File: src/sv/virtual_keyboard_uart_fifo_unit_assert.svh
// ----------------------------------------------------------------------------
// assertion macros for the keyboard receive fifo
// clocked on clk, disabled while rst is high
// ----------------------------------------------------------------------------
`ifndef VIRTUAL_KEYBOARD_UART_FIFO_UNIT_ASSERT_SVH
`define VIRTUAL_KEYBOARD_UART_FIFO_UNIT_ASSERT_SVH

// condition holds in the same cycle
`define VKUF_ASSERT_SAME(label, ante, cons, msg) \
  label: assert property (@(posedge clk) disable iff (rst) (ante) |-> (cons)) \
    else $error(msg);

// condition holds in the next cycle
`define VKUF_ASSERT_NEXT(label, ante, cons, msg) \
  label: assert property (@(posedge clk) disable iff (rst) (ante) |=> (cons)) \
    else $error(msg);

`endif

File: src/sv/vkuf_pkg.sv
// ----------------------------------------------------------------------------
// vkuf_pkg
// types and constants of the keyboard receive fifo
// ----------------------------------------------------------------------------
`default_nettype none

package vkuf_pkg;

  typedef enum logic [1:0] {
    REQ_PUSH  = 2'd0,
    REQ_READ  = 2'd1,
    REQ_WRITE = 2'd2,
    REQ_RSVD  = 2'd3
  } req_t;

  typedef enum logic [2:0] {
    CFG_DATA_PORT  = 3'd0,
    CFG_CMD_PORT   = 3'd1,
    CFG_CTRL_KEY   = 3'd2,
    CFG_GRAPH_KEY  = 3'd3,
    CFG_STOP_KEY   = 3'd4,
    CFG_DELETE_KEY = 3'd5,
    CFG_RSVD6      = 3'd6,
    CFG_RSVD7      = 3'd7
  } cfg_idx_t;

  localparam logic [15:0] DATA_PORT_RST  = 16'd65;
  localparam logic [15:0] CMD_PORT_RST   = 16'd67;
  localparam logic [6:0]  CTRL_KEY_RST   = 7'd116;
  localparam logic [6:0]  GRAPH_KEY_RST  = 7'd115;
  localparam logic [6:0]  STOP_KEY_RST   = 7'd96;
  localparam logic [6:0]  DELETE_KEY_RST = 7'd57;

  localparam logic [7:0] STAT_TXRDY   = 8'h01;
  localparam logic [7:0] STAT_RXRDY   = 8'h02;
  localparam logic [7:0] STAT_TXEMPTY = 8'h04;
  localparam logic [7:0] DATA_EMPTY   = 8'h00;

endpackage

`default_nettype wire

File: src/sv/vkuf_ram.sv
// ----------------------------------------------------------------------------
// vkuf_ram
// simple dual-port ram, one write and one registered read per cycle
// ----------------------------------------------------------------------------
`default_nettype none

module vkuf_ram #(
  parameter int WIDTH = 8,
  parameter int DEPTH = 32
) (
  input  wire logic                     clk,
  input  wire logic                     wr_en,
  input  wire logic [$clog2(DEPTH)-1:0] wr_addr,
  input  wire logic [WIDTH-1:0]         wr_data,
  input  wire logic                     rd_en,
  input  wire logic [$clog2(DEPTH)-1:0] rd_addr,
  output logic      [WIDTH-1:0]         rd_data
);

  logic [WIDTH-1:0] mem [DEPTH];

  always_ff @(posedge clk) begin
    if (wr_en) begin
      mem[wr_addr] <= wr_data;
    end
    if (rd_en) begin
      rd_data <= mem[rd_addr];
    end
  end

endmodule

`default_nettype wire

File: src/sv/virtual_keyboard_uart_fifo_unit.sv
// ----------------------------------------------------------------------------
// virtual_keyboard_uart_fifo_unit
// keyboard receiver behind 8251a-style data and status registers
// ----------------------------------------------------------------------------
// Takes one request per cycle (scancode push, port read, port write) unless the
// output stalls, and returns one result per request in the cycle after the
// transfer in. Pushes track Ctrl and Graph, flag the escape hotkeys Ctrl+Stop
// and Ctrl+Graph+Del instead of queueing them, and otherwise store the code in
// a ring fifo of QUEUE_DEPTH entries that keeps one slot free; a push into a
// full fifo is dropped and counted. A data-port read pops one byte, if any,
// through the ram's registered read port, so the popped byte appears with the
// result; other reads return status. The fifo ram is not cleared at reset and
// needs no clearing pass. Configuration writes are taken at any cycle
// (cfg_ready is always high) and must only be issued while the block is idle.
`default_nettype none

module virtual_keyboard_uart_fifo_unit
  import vkuf_pkg::*;
#(
  parameter int QUEUE_DEPTH = 32
) (
  input  wire logic         clk,
  input  wire logic         rst,
  input  wire logic         s_axis_tvalid,
  output logic              s_axis_tready,
  // port_addr[15:0], scan_byte[23:16], write_data[31:24]
  input  wire logic [31:0]  s_axis_tdata,
  // req_type[1:0]
  input  wire logic [1:0]   s_axis_tuser,
  output logic              m_axis_tvalid,
  input  wire logic         m_axis_tready,
  // read_data[7:0], hotkey_escape[8], push_dropped[9], port_matched[10],
  // rx_pending[11], pushed_total[43:12], read_total[75:44],
  // dropped_total[107:76], zero[111:108]
  output logic      [111:0] m_axis_tdata,
  input  wire logic         cfg_valid,
  output logic              cfg_ready,
  input  wire logic [2:0]   cfg_index,
  input  wire logic [15:0]  cfg_data
);

  localparam int AW = $clog2(QUEUE_DEPTH);
  localparam logic [AW-1:0] LAST_IDX = AW'(QUEUE_DEPTH - 1);

  function automatic logic [AW-1:0] advance(input logic [AW-1:0] idx);
    logic [AW-1:0] res;
    if (idx == LAST_IDX) begin
      res = '0;
    end else begin
      res = idx + 1'b1;
    end
    return res;
  endfunction

  // configuration
  logic [15:0] data_port;
  logic [15:0] cmd_port;
  logic [6:0]  ctrl_key;
  logic [6:0]  graph_key;
  logic [6:0]  stop_key;
  logic [6:0]  delete_key;

  // fifo and key state
  logic [AW-1:0] head, head_next;
  logic [AW-1:0] tail, tail_next;
  logic          ctrl_held, ctrl_held_next;
  logic          graph_held, graph_held_next;
  logic [31:0]   push_count, push_count_next;
  logic [31:0]   read_count, read_count_next;
  logic [31:0]   drop_count, drop_count_next;

  // result register
  logic        out_valid;
  logic        pop_q;
  logic [7:0]  rdata_q;
  logic        hotkey_q;
  logic        dropped_q;
  logic        matched_q;
  logic        pending_q;

  // combinational step
  logic        accept;
  req_t        req;
  logic [15:0] port;
  logic [7:0]  scan;
  logic [6:0]  key;
  logic        make;
  logic        nonempty;
  logic        hotkey;
  logic        dropped;
  logic        matched;
  logic        do_push;
  logic        do_pop;
  logic [7:0]  rdata;
  logic [7:0]  ram_rdata;

  assign cfg_ready     = 1'b1;
  assign s_axis_tready = !out_valid || m_axis_tready;
  assign accept        = s_axis_tvalid && s_axis_tready;

  assign req  = req_t'(s_axis_tuser);
  assign port = s_axis_tdata[15:0];
  assign scan = s_axis_tdata[23:16];
  assign key  = scan[6:0];
  assign make = !scan[7];
  assign nonempty = (head != tail);
  assign matched  = (port == data_port) || (port == cmd_port);

  always_comb begin
    ctrl_held_next  = ctrl_held;
    graph_held_next = graph_held;
    head_next       = head;
    tail_next       = tail;
    push_count_next = push_count;
    read_count_next = read_count;
    drop_count_next = drop_count;
    hotkey          = 1'b0;
    dropped         = 1'b0;
    do_push         = 1'b0;
    do_pop          = 1'b0;
    rdata           = DATA_EMPTY;
    unique case (req)
      REQ_PUSH: begin
        // modifier state is updated before the hotkey test
        if (key == ctrl_key) begin
          ctrl_held_next = make;
        end else if (key == graph_key) begin
          graph_held_next = make;
        end
        if (make && ctrl_held_next &&
            ((key == stop_key) || ((key == delete_key) && graph_held_next))) begin
          hotkey = 1'b1;
        end else if (advance(tail) == head) begin
          dropped         = 1'b1;
          drop_count_next = drop_count + 32'd1;
        end else begin
          do_push         = 1'b1;
          tail_next       = advance(tail);
          push_count_next = push_count + 32'd1;
        end
      end
      REQ_READ: begin
        if (port == data_port) begin
          if (nonempty) begin
            do_pop          = 1'b1;
            head_next       = advance(head);
            read_count_next = read_count + 32'd1;
          end
        end else begin
          rdata = STAT_TXRDY | STAT_TXEMPTY | (nonempty ? STAT_RXRDY : DATA_EMPTY);
        end
      end
      REQ_WRITE, REQ_RSVD: begin
        // writes are ignored
      end
      default: begin
      end
    endcase
  end

  vkuf_ram #(
    .WIDTH (8),
    .DEPTH (QUEUE_DEPTH)
  ) u_queue (
    .clk     (clk),
    .wr_en   (accept && do_push),
    .wr_addr (tail),
    .wr_data (scan),
    .rd_en   (accept && do_pop),
    .rd_addr (head),
    .rd_data (ram_rdata)
  );

  always_ff @(posedge clk) begin
    if (rst) begin
      data_port  <= DATA_PORT_RST;
      cmd_port   <= CMD_PORT_RST;
      ctrl_key   <= CTRL_KEY_RST;
      graph_key  <= GRAPH_KEY_RST;
      stop_key   <= STOP_KEY_RST;
      delete_key <= DELETE_KEY_RST;
    end else if (cfg_valid) begin
      unique case (cfg_idx_t'(cfg_index))
        CFG_DATA_PORT:  data_port  <= cfg_data;
        CFG_CMD_PORT:   cmd_port   <= cfg_data;
        CFG_CTRL_KEY:   ctrl_key   <= cfg_data[6:0];
        CFG_GRAPH_KEY:  graph_key  <= cfg_data[6:0];
        CFG_STOP_KEY:   stop_key   <= cfg_data[6:0];
        CFG_DELETE_KEY: delete_key <= cfg_data[6:0];
        CFG_RSVD6, CFG_RSVD7: begin
        end
        default: begin
        end
      endcase
    end
  end

  always_ff @(posedge clk) begin
    if (rst) begin
      head       <= '0;
      tail       <= '0;
      ctrl_held  <= 1'b0;
      graph_held <= 1'b0;
      push_count <= '0;
      read_count <= '0;
      drop_count <= '0;
      out_valid  <= 1'b0;
    end else begin
      if (accept) begin
        head       <= head_next;
        tail       <= tail_next;
        ctrl_held  <= ctrl_held_next;
        graph_held <= graph_held_next;
        push_count <= push_count_next;
        read_count <= read_count_next;
        drop_count <= drop_count_next;
        out_valid  <= 1'b1;
      end else if (m_axis_tready) begin
        out_valid  <= 1'b0;
      end
    end
  end

  always_ff @(posedge clk) begin
    if (accept) begin
      pop_q     <= do_pop;
      rdata_q   <= rdata;
      hotkey_q  <= hotkey;
      dropped_q <= dropped;
      matched_q <= matched;
      pending_q <= (head_next != tail_next);
    end
  end

  // popped byte comes straight from the ram read register
  assign m_axis_tvalid = out_valid;
  assign m_axis_tdata  = {4'b0000, drop_count, read_count, push_count, pending_q,
                          matched_q, dropped_q, hotkey_q,
                          (pop_q ? ram_rdata : rdata_q)};

  `include "virtual_keyboard_uart_fifo_unit_assert.svh"

  `VKUF_ASSERT_SAME(a_pending_tracks_ptrs, out_valid, pending_q == (head != tail), "rx_pending disagrees with fifo pointers")
  `VKUF_ASSERT_SAME(a_hotkey_needs_ctrl, out_valid && hotkey_q, ctrl_held && !dropped_q, "hotkey flagged without ctrl held or with drop")
  `VKUF_ASSERT_NEXT(a_push_nonempty, accept && do_push, head != tail, "fifo empty right after a queued push")
  `VKUF_ASSERT_NEXT(a_pop_counts, accept && do_pop, read_count == $past(read_count) + 32'd1, "pop not counted")
  `VKUF_ASSERT_NEXT(a_drop_keeps_tail, accept && dropped, tail == $past(tail), "tail moved on a dropped push")

endmodule

`default_nettype wire
File: config.mk
export PLATFORM = sky130hd
export DESIGN_NAME = virtual_keyboard_uart_fifo_unit
export DESIGN_NICKNAME = d
export VERILOG_FILES = /design/src/sv/vkuf_pkg.sv /design/src/sv/vkuf_ram.sv /design/src/sv/virtual_keyboard_uart_fifo_unit.sv
export VERILOG_INCLUDE_DIRS = /design/src /design/src/sv
export SDC_FILE = /design/constraint.sdc
export NUM_CORES = 1
export LEC_CHECK = 0
export BUFFER_PORTS_ARGS = -buffer_cell sky130_fd_sc_hd__buf_2
export CELL_PAD_IN_SITES_DETAIL_PLACEMENT = 1
export CELL_PAD_IN_SITES_GLOBAL_PLACEMENT = 1
export CORE_ASPECT_RATIO = 1.25
export CORE_MARGIN = 3
export CORE_UTILIZATION = 43
export DETAILED_ROUTE_END_ITERATION = 10
export PLACE_DENSITY = 0.77
export SLEW_MARGIN = 20
export SYNTH_ARGS = -nofsm -noshare
export SYNTH_HDL_FRONTEND = slang
export SYNTH_HIERARCHICAL = 1
export SYNTH_SLANG_ARGS = --single-unit
File: constraint.sdc
create_clock -name clk -period 4.3 [get_ports clk]
set_input_delay 0.86 -clock clk [delete_from_list [all_inputs] [get_ports clk]]
set_output_delay 0.86 -clock clk [all_outputs]
set_load 0.05 [all_outputs]
==> results of run 1 <==
[worst paths after layout]
check,from,to
setup reg to reg,tail[2]$_SDFFE_PP0P_,u_queue/mem[7][0]$_DFFE_PP_
hold / removal,graph_key[3]$_SDFFE_PP0P_,graph_key[3]$_SDFFE_PP0P_
hold reg to reg,graph_key[3]$_SDFFE_PP0P_,graph_key[3]$_SDFFE_PP0P_
setup / recovery,tail[2]$_SDFFE_PP0P_,u_queue/mem[7][0]$_DFFE_PP_
[sequential cells by signal, indices dropped and copies added, names as in the netlist, 2 cells and up]
signal and count:
u_queue/mem 256, drop_count 32, push_count 32, read_count 32, cmd_port 16, data_port 16, u_queue/rd_data 8, ctrl_key 7
delete_key 7, graph_key 7, stop_key 7, head 5, tail 5, rdata_q 2
[cell families (layout without fill, tap and decap cells)]
group,count (synthesis),in the layout,synth area share [%]
AND/OR/NAND/NOR,510,510,13.56
flip-flops,440,440,61.67
XOR/XNOR,149,149,6.986
multiplexers,115,115,11.59
AO/OA/AOI/OAI,102,102,3.409
buffers and inverters,93,309,2.271
adder cells (fa/ha/maj),7,7,0.4688
other,2,5,0.04020
[metal layers]
layer | up-vias | track usage [%] | wire, um
met2 | 289 | 38.54 | 25180
met1 | 6171 | 25.72 | 18960
met5 | - | 0 | 13
met3 | 85 | 3.828 | 2503
li1 | 5548 | - | -
met4 | 2 | 6.935 | 1528
[power by group through the flow]
stage / Clock [mW] / Sequential, mW / Combinational [mW]
after global placement: 0 / 4.60 / 0.288
after CTS: 3.89 / 4.51 / 0.302
after detailed placement: 0 / 4.60 / 0.299
final: 3.80 / 4.51 / 0.299
after global routing: 4.04 / 4.51 / 0.327
after floorplan: 0 / 4.60 / 0.156
[worst max-delay path, cell delays in order, from the launching register on]
cell     delay [ns]
dfxtp_1        0.78
and3_1         0.27
ha_1           0.26
nor2b_1        0.07
mux2_2         0.30
xor2_1         0.22
o21ai_1        0.18
a21oi_1        0.18
buf_4          0.25
nand3_1        0.46
nor2_1         0.23
buf_4          0.23
[cell usage after synthesis (15+ instances only)]
master	instances	share of area [%]
or3_1	20	0.67
xor2_1	85	4.0
nand3_1	37	0.99
nand4_1	51	1.7
and2_1	20	0.67
buf_4	15	0.60
edfxtp_1	271	44
clkbuf_1	47	0.94
nand2_1	133	2.7
xnor2_1	64	3.0
and3_1	23	0.77
mux4_2	80	9.6
dfxtp_1	169	18
nor2_1	144	2.9
a21oi_1	62	1.7
nand3b_1	19	0.76
mux2i_1	24	1.3
[area by class of cell]
cell class / instances / area share (%)
flip-flops and latches: 440 / 53.06
multi-input cells: 888 / 31.06
repair buffers: 219 / 5.921
clock buffers: 52 / 5.149
well taps: 559 / 3.220
clock inverters: 23 / 1.336
inverters: 15 / 0.2592
==> out/results.ini, run 1 <==
[status]
status = complete, no violations

[sta]
fmax_ghz = 0.2666
fin_worst_skew_ns = 0.01830
slew_headroom_pct = 40.39
post-route-period-util_pct = 87.23
setup_ws_ns = 0.5490
drv_slew = 0
period_needed_ns = 3.751
hold_viol = 0
worstMarginPinSlew_ns = 0.8909
rsz0062_at_grt = no
tns_ns = 0
fin_hold_ws_ns = 0.4654
final-setup-viol-count = 0

[global_route]
overflow = 0
grt_pass1_wl_um = 75960
grt_usage_pct = 21.35
grt_pass1_vias = 13292
grt_max_degree = 81
antenna_found_initial = 2

[cells_and_area]
mostFrequentLayoutCells = edfxtp_1 (271), dfxtp_1 (167), buf_2 (158)
diodes = 0
multi_input_area_sq_um = 6746
drive_gt1_share_pct = 23.70
fin_util_pct = 51.16
final_common_cell = edfxtp_1
design_area_sq_um = 21720
nets = 1671
area_delta_synth_final_pct = 16.29
stdcell_count = 2196
seqCellArea_sq_um = 11530
fill_cells = 4396

[critical_path]
worstPathArrival_ns = 4.01
worstPathRequired_ns = 4.56
regToRegSetupSlack_ns = 0.55
worstSetupPathType = flop to flop
cp-start-kind = flop
path_max_fanout = 14
reg2reg_depth = 11
worstSetupEndpointType = flop

[clocking]
cts-resized-gates = 0
cts_tree = built
ctsRootBufferMaster = clkbuf_16
clk_pin_slew_worst_paths_ns = 0.06
cts-buffers-inserted = 42
hold_buffers = 0
cts_buffer_depth = 3
htreeDepth = 2
clock-sinks = 440
clock_latency_ns = 0.57
postCtsSetupRepairBufs = 0

[placed_design]
post_dp_cell_area_sq_um = 20310
gp_congestion = 0.7790
dp.cells = 2121
io_buffers = 159
dp_hpwl_um = 32620
pre_cts_ws_ns = 0.3667

[logic_synthesis]
syn_inst = 1418
synth_ff_type = edfxtp_1
ys_types = 53
ys_ff_latch = 440
synth_edf_count = 271
ys_seq_area_share_pct = 61.67
syn-cell-area_sq_um = 18680
yosysWarningCount = 6
syn_avg_cell_area_sq_um = 13.17
ys_async_sr_fraction_pct = 0

[pwr]
total_power_mw = 8.607
combPwrFrac_pct = 3.5
clock_power_share_pct = 44.1
peakVddDrop_mv = 0.2483
seqPwrFrac_pct = 52.4
pwr_density_cell_nw_per_um2 = 396.2
internal_power_mw = 6.759
swShare_pct = 21.46
p_switching_mw = 1.847
p_leak_nw = 7.606

[floorplan]
num_io_pins = 173
initial_core_util_pct = 43.99
die_y_um = 239.0
die_area_sq_um = 46000
num_rows = 84
die_x_um = 192.4
core_area_sq_um = 42460

[routing]
wirelength_um = 48190
drtIter0Drc = 616
num_vias = 12095
routedWlPerCell_um = 21.94
via_per_inst = 5.508
first_pass_iters = 5
antenna_left = 0
drc = 0

[flow_run]
cap_violations = 0

[min_path]
hold_class = flop to flop
worstHoldPathCells = 2

Power figures use the tool's default switching activity.
==> inputs of run 2 (changes only) <==
CORE_MARGIN = 10   (was 3)
CTS_BUF_LIST = sky130_fd_sc_hd__clkbuf_2 sky130_fd_sc_hd__clkbuf_4 sky130_fd_sc_hd__clkbuf_8   (was not set)
==> run 2 against run 1 <==
  * First-iteration DRC count is 26% higher
  * Critical path type unchanged
  * Critical endpoint is now u_queue/mem[1][5]$_DFFE_PP_
  * Register-to-register slack worse by 0.13 ns
  * Sequential power hardly changed
  * Sequential cell count stayed put
  * Critical path depth is 1 lower
==> out/results.ini, run 2 (synthesis gave the netlist of run 1 again) <==
[critical_path]
critPathMaxStageDelay_ns = 0.77
worstSetupEndpointType = flop
cp-start-kind = flop
reg2reg_depth = 10
worstPathArrival_ns = 4.13
rr_endpoint = u_queue/mem[1][5]$_DFFE_PP_
path_max_fanout = 14
crit_chain = and3_1 -> ha_1 -> nor2b_1 -> mux2_2 -> xor2_1 -> o21ai_1 -> a21oi_1 -> nand3b_1 -> buf_4 -> nor2_1
worstPathRequired_ns = 4.55
crit_buf_inv = 1
worst_path_max_delay_cell = dfxtp_1
timing.rr.start = tail[2]$_SDFFE_PP0P_
regToRegSetupSlack_ns = 0.42
cp_top_family = simple AND/OR/NAND/NOR gates
worstSetupPathType = flop to flop

[cells_and_area]
mostFrequentLayoutCells = edfxtp_1 (271), dfxtp_1 (167), buf_2 (158)
final_common_cell = edfxtp_1
top_register = u_queue/mem
nets = 1680
stdcell_count = 2240
drive_gt1_share_pct = 25.03
largest_reg_flops = 256
fill_cells = 4484
design_area_sq_um = 21600
area_delta_synth_final_pct = 15.65

[pwr]
swShare_pct = 22.98
internal_power_mw = 6.523
seqPwrFrac_pct = 53.2
total_power_mw = 8.470
p_leak_nw = 7.559
combPwrFrac_pct = 3.6
clock_power_share_pct = 43.2
peakVddDrop_mv = 0.2704
pwr_density_cell_nw_per_um2 = 392.1
p_switching_mw = 1.947

[sta]
fmax_ghz = 0.2577
hold_viol = 0
setup_ws_ns = 0.4193
drv_slew = 0
rsz0062_at_grt = no
worstMarginPinSlew_ns = 1.045
tns_ns = 0
post-route-period-util_pct = 90.25
final-setup-viol-count = 0
period_needed_ns = 3.881
slew_headroom_pct = 30.32
fin_worst_skew_ns = 0.04999

[floorplan]
die_x_um = 206.4
core_area_sq_um = 43070
die_area_sq_um = 52230
die_y_um = 253.0
num_io_pins = 173
num_rows = 85
initial_core_util_pct = 43.37

[global_route]
busiest_layer = met2
grt_pass1_vias = 13214
grt_max_degree = 84
grt_use_met3_pct = 4.871
grt_util_met2_pct = 32.92
grt_usage_pct = 18.91
overflow = 0
grt_pass1_wl_um = 76330
use_met1_pct = 22.01
antenna_found_initial = 7

[placed_design]
dp.cells = 2109
gp_congestion = 0.7757
pre_cts_ws_ns = 0.3015
io_buffers = 159
post_dp_cell_area_sq_um = 20160
dp_hpwl_um = 33800

[clocking]
cts_tree = built
htreeDepth = 3
ctsRootBufferMaster = clkbuf_8
hold_buffers = 0
clk_pin_slew_worst_paths_ns = 0.06
postCtsSetupRepairBufs = 0
cts-resized-gates = 0
cts-buffers-inserted = 69
cts_buffer_depth = 3
clock_latency_ns = 0.64
clock-sinks = 440

[routing]
drtIter0Drc = 778
antenna_left = 0
wirelength_um = 49710
routedWlPerCell_um = 22.19
via_per_inst = 5.479
drc = 0
num_vias = 12274
first_pass_iters = 7

[min_path]
worstHoldPathCells = 2
hp-start = cmd_port[2]$_SDFFE_PP0P_
min_to = cmd_port[2]$_SDFFE_PP0P_
hold_class = flop to flop

[status]
status = complete, no violations

[flow_run]
cap_violations = 0

[run 2: power by group through the flow]
stage / logic, mW / registers [mW] / clock network (mW)
after floorplan: 0.156 / 4.60 / 0
after global placement: 0.292 / 4.60 / 0
after detailed placement: 0.303 / 4.60 / 0
after CTS: 0.305 / 4.51 / 3.75
after global routing: 0.328 / 4.51 / 3.93
final: 0.302 / 4.51 / 3.66
[run 2: tightest hold or removal path, cell delays in order, from the launching register on]
cell and delay [ns]:
dfxtp_1 0.31, nand2_1 0.05, a21oi_1 0.05
[run 2: final cells by class]
| type | instances | area (sq um) | share of cell area (%) |
|---|---|---|---|
| tap | 565 | 706.9 | 3.272 |
| inverter | 15 | 56.30 | 0.2606 |
| sequential | 440 | 11530 | 53.35 |
| antenna | 5 | 12.51 | 0.05792 |
| timing repair buffer | 201 | 1126 | 5.213 |
| multi-input combinational | 888 | 6746 | 31.23 |
| clock inverter | 33 | 249.0 | 1.153 |
| clock buffer | 93 | 1180 | 5.462 |
[run 2: through the flow]
stage	hold slack, ns	utilization [%]
finish	0.4670	50.16
detailed placement	0.4600	46.81
global placement	0.4553	46.81
floorplan	0.4481	-
global route	0.4720	50.15
CTS	0.4517	50.13
[run 2: routing by layer]
layer	vias up	wire length, um
li1	5594	-
met1	6258	19560
met2	335	25810
met3	81	3050
met4	6	1264
met5	-	37
[run 2: worst max-delay path by stage]
| stage | startpoint | endpoint | cells past startpoint |
|---|---|---|---|
| floorplan | s_axis_tdata[17] | u_queue/mem[28][0]$_DFFE_PP_ | 11 |
| global placement | s_axis_tdata[21] | u_queue/mem[9][6]$_DFFE_PP_ | 9 |
| detailed placement | s_axis_tdata[21] | u_queue/mem[9][5]$_DFFE_PP_ | 9 |
| CTS | tail[2]$_SDFFE_PP0P_ | u_queue/mem[2][1]$_DFFE_PP_ | 10 |
| global route | tail[2]$_SDFFE_PP0P_ | u_queue/mem[2][1]$_DFFE_PP_ | 10 |
| finish | tail[2]$_SDFFE_PP0P_ | u_queue/mem[1][5]$_DFFE_PP_ | 10 |
==> inputs of run 3 (changes only) <==
CORE_ASPECT_RATIO = 1.2   (was 1.25)
==> run 3 against run 2 <==
  * Register-to-register slack worse by 0.19 ns
  * Wire length is 2.3% lower
  * Global-route usage is 0.37 points lower
  * Clock power is 5% lower
  * Critical path type unchanged
  * Largest power group unchanged
  * Non-clock buffer count is 2 lower
  * Cell count is 0.71% lower
  * Sequential power hardly changed
  * Die area hardly changed
==> out/results.ini, run 3 (synthesis gave the netlist of run 1 again) <==
[pwr]
combPwrFrac_pct = 3.6
seqPwrFrac_pct = 54.4
p_leak_nw = 7.526
p_switching_mw = 1.861
swShare_pct = 22.44
peakVddDrop_mv = 0.2342
clock_power_share_pct = 41.9
pwr_density_cell_nw_per_um2 = 385.2
internal_power_mw = 6.431

[sta]
rsz0062_at_grt = yes
slew_headroom_pct = 39.29
fin_worst_skew_ns = 0.02571
tns_ns = 0
post-route-period-util_pct = 94.59
worstMarginPinSlew_ns = 0.9074
fmax_ghz = 0.2458
setup_ws_ns = 0.2324
drv_slew = 0
period_needed_ns = 4.068
final-setup-viol-count = 0
hold_viol = 0

[cells_and_area]
final_common_cell = edfxtp_1
drive_gt1_share_pct = 25.18
area_delta_synth_final_pct = 15.22
top_register = u_queue/mem
mostFrequentLayoutCells = edfxtp_1 (271), dfxtp_1 (167), buf_2 (158)
largest_reg_flops = 256
nets = 1680

[min_path]
hold_class = flop to flop

[clocking]
clk_pin_slew_worst_paths_ns = 0.06
ctsRootBufferMaster = clkbuf_8
cts_buffer_depth = 3
clock-sinks = 440
cts-buffers-inserted = 71
postCtsSetupRepairBufs = 0
clock_latency_ns = 0.61
htreeDepth = 3
cts_tree = built

[routing]
num_vias = 12080
wirelength_um = 48560
drc = 0
via_per_inst = 5.432
antenna_left = 0
drtIter0Drc = 598
first_pass_iters = 5
routedWlPerCell_um = 21.83

[floorplan]
num_io_pins = 173
num_rows = 83
die_x_um = 210.3
die_y_um = 248.3
core_area_sq_um = 42890
initial_core_util_pct = 43.55
die_area_sq_um = 52220

[placed_design]
pre_cts_ws_ns = 0.1580
gp_congestion = 0.7924
io_buffers = 159
dp_hpwl_um = 33620

[flow_run]
cap_violations = 0

[critical_path]
worstSetupPathType = flop to flop
worstPathRequired_ns = 4.54
crit_buf_inv = 0
crit_chain = ha_1 -> and3_1 -> ha_1 -> nor2b_1 -> mux2_2 -> xor2_1 -> o21ai_1 -> a21oi_1 -> nand3b_1 -> nor2_1
cp-start-kind = flop
worstSetupEndpointType = flop
cp_top_family = simple AND/OR/NAND/NOR gates
critPathMaxStageDelay_ns = 0.78
worst_path_max_delay_cell = nor2_1
worstPathArrival_ns = 4.30
path_max_fanout = 11
cpMostUsedCell = ha_1

[global_route]
use_met1_pct = 21.94
grt_use_met3_pct = 5.193
overflow = 0
grt_usage_pct = 18.55
grt_pass1_vias = 13115
grt_pass1_wl_um = 75510
busiest_layer = met2
grt_util_met2_pct = 31.88
grt_max_degree = 95
antenna_found_initial = 9

[status]
status = complete, no violations

==> run 3: cell types whose count changed in the layout (fill, tap and decap cells not counted), moves of 2 or more <==
cell | previous run | this run
clkinv_8 | 2 | 0
bufinv_16 | 2 | 0
clkbuf_4 | 16 | 21
buf_4 | 42 | 39
nor2_1 | 144 | 140
nor2_2 | 0 | 4
==> run 3: stage by stage <==
stage	hold slack (ns)	instances	power, mW	util, %	area [sq um]
4_1_cts	0.4695	2220	8.403	50.14	21500
2_1_floorplan	0.4481	1421	4.758	-	18690
3_3_place_gp	0.4546	2094	4.892	46.96	20140
5_1_grt	0.4872	2223	8.618	50.18	21520
6_report	0.4677	2224	8.291	50.19	21520
3_5_place_dp	0.4616	2094	4.905	46.96	20140
==> run 3: power groups by stage <==
stage / combinational, mW / sequential [mW] / clock (mW)
CTS: 0.306 / 4.51 / 3.59
finish: 0.301 / 4.51 / 3.48
global placement: 0.292 / 4.60 / 0
detailed placement: 0.304 / 4.60 / 0
global route: 0.331 / 4.51 / 3.78
floorplan: 0.156 / 4.60 / 0
==> run 3: area by class of cell <==
type,instances,area [sq um]
timing repair buffer,199,1124
inverter,15,56.30
multi-input combinational,888,6756
clock buffer,98,1217
sequential,440,11530
antenna,4,10.01
fill,4416,21370
tap,552,690.7
clock inverter,28,143.9
==> run 3: worst paths after layout <==
check	start	to	slack, ns	cells after the start
setup / recovery	tail[1]$_SDFFE_PP0P_	u_queue/mem[9][6]$_DFFE_PP_	0.23	10
setup reg to reg	tail[1]$_SDFFE_PP0P_	u_queue/mem[9][6]$_DFFE_PP_	0.23	10
hold reg to reg	cmd_port[14]$_SDFFE_PP0P_	cmd_port[14]$_SDFFE_PP0P_	0.47	2
hold / removal	cmd_port[14]$_SDFFE_PP0P_	cmd_port[14]$_SDFFE_PP0P_	0.47	2
==> run 3: timing repair <==
| item | in CTS | in global routing |
|---|---|---|
| endpoints found under the setup margin | 0 | 43 |
| hold buffers | 0 | 0 |
| hold endpoints to repair | 0 | 0 |
| resized for setup | 0 | 4 |
==> run 3: per-layer routing <==
| metal | vias up | wire length, um |
|---|---|---|
| li1 | 5587 | - |
| met1 | 6113 | 19600 |
| met2 | 283 | 24760 |
| met3 | 87 | 2954 |
| met4 | 10 | 1186 |
| met5 | - | 57 |
==> run 3: worst register-to-register path, cell delays in order (launching register included) <==
cell      delay (ns)
dfxtp_1         0.57
ha_1            0.26
and3_1          0.17
ha_1            0.24
nor2b_1         0.07
mux2_2          0.31
xor2_1          0.21
o21ai_1         0.16
a21oi_1         0.42
nand3b_1        0.51
nor2_1          0.78
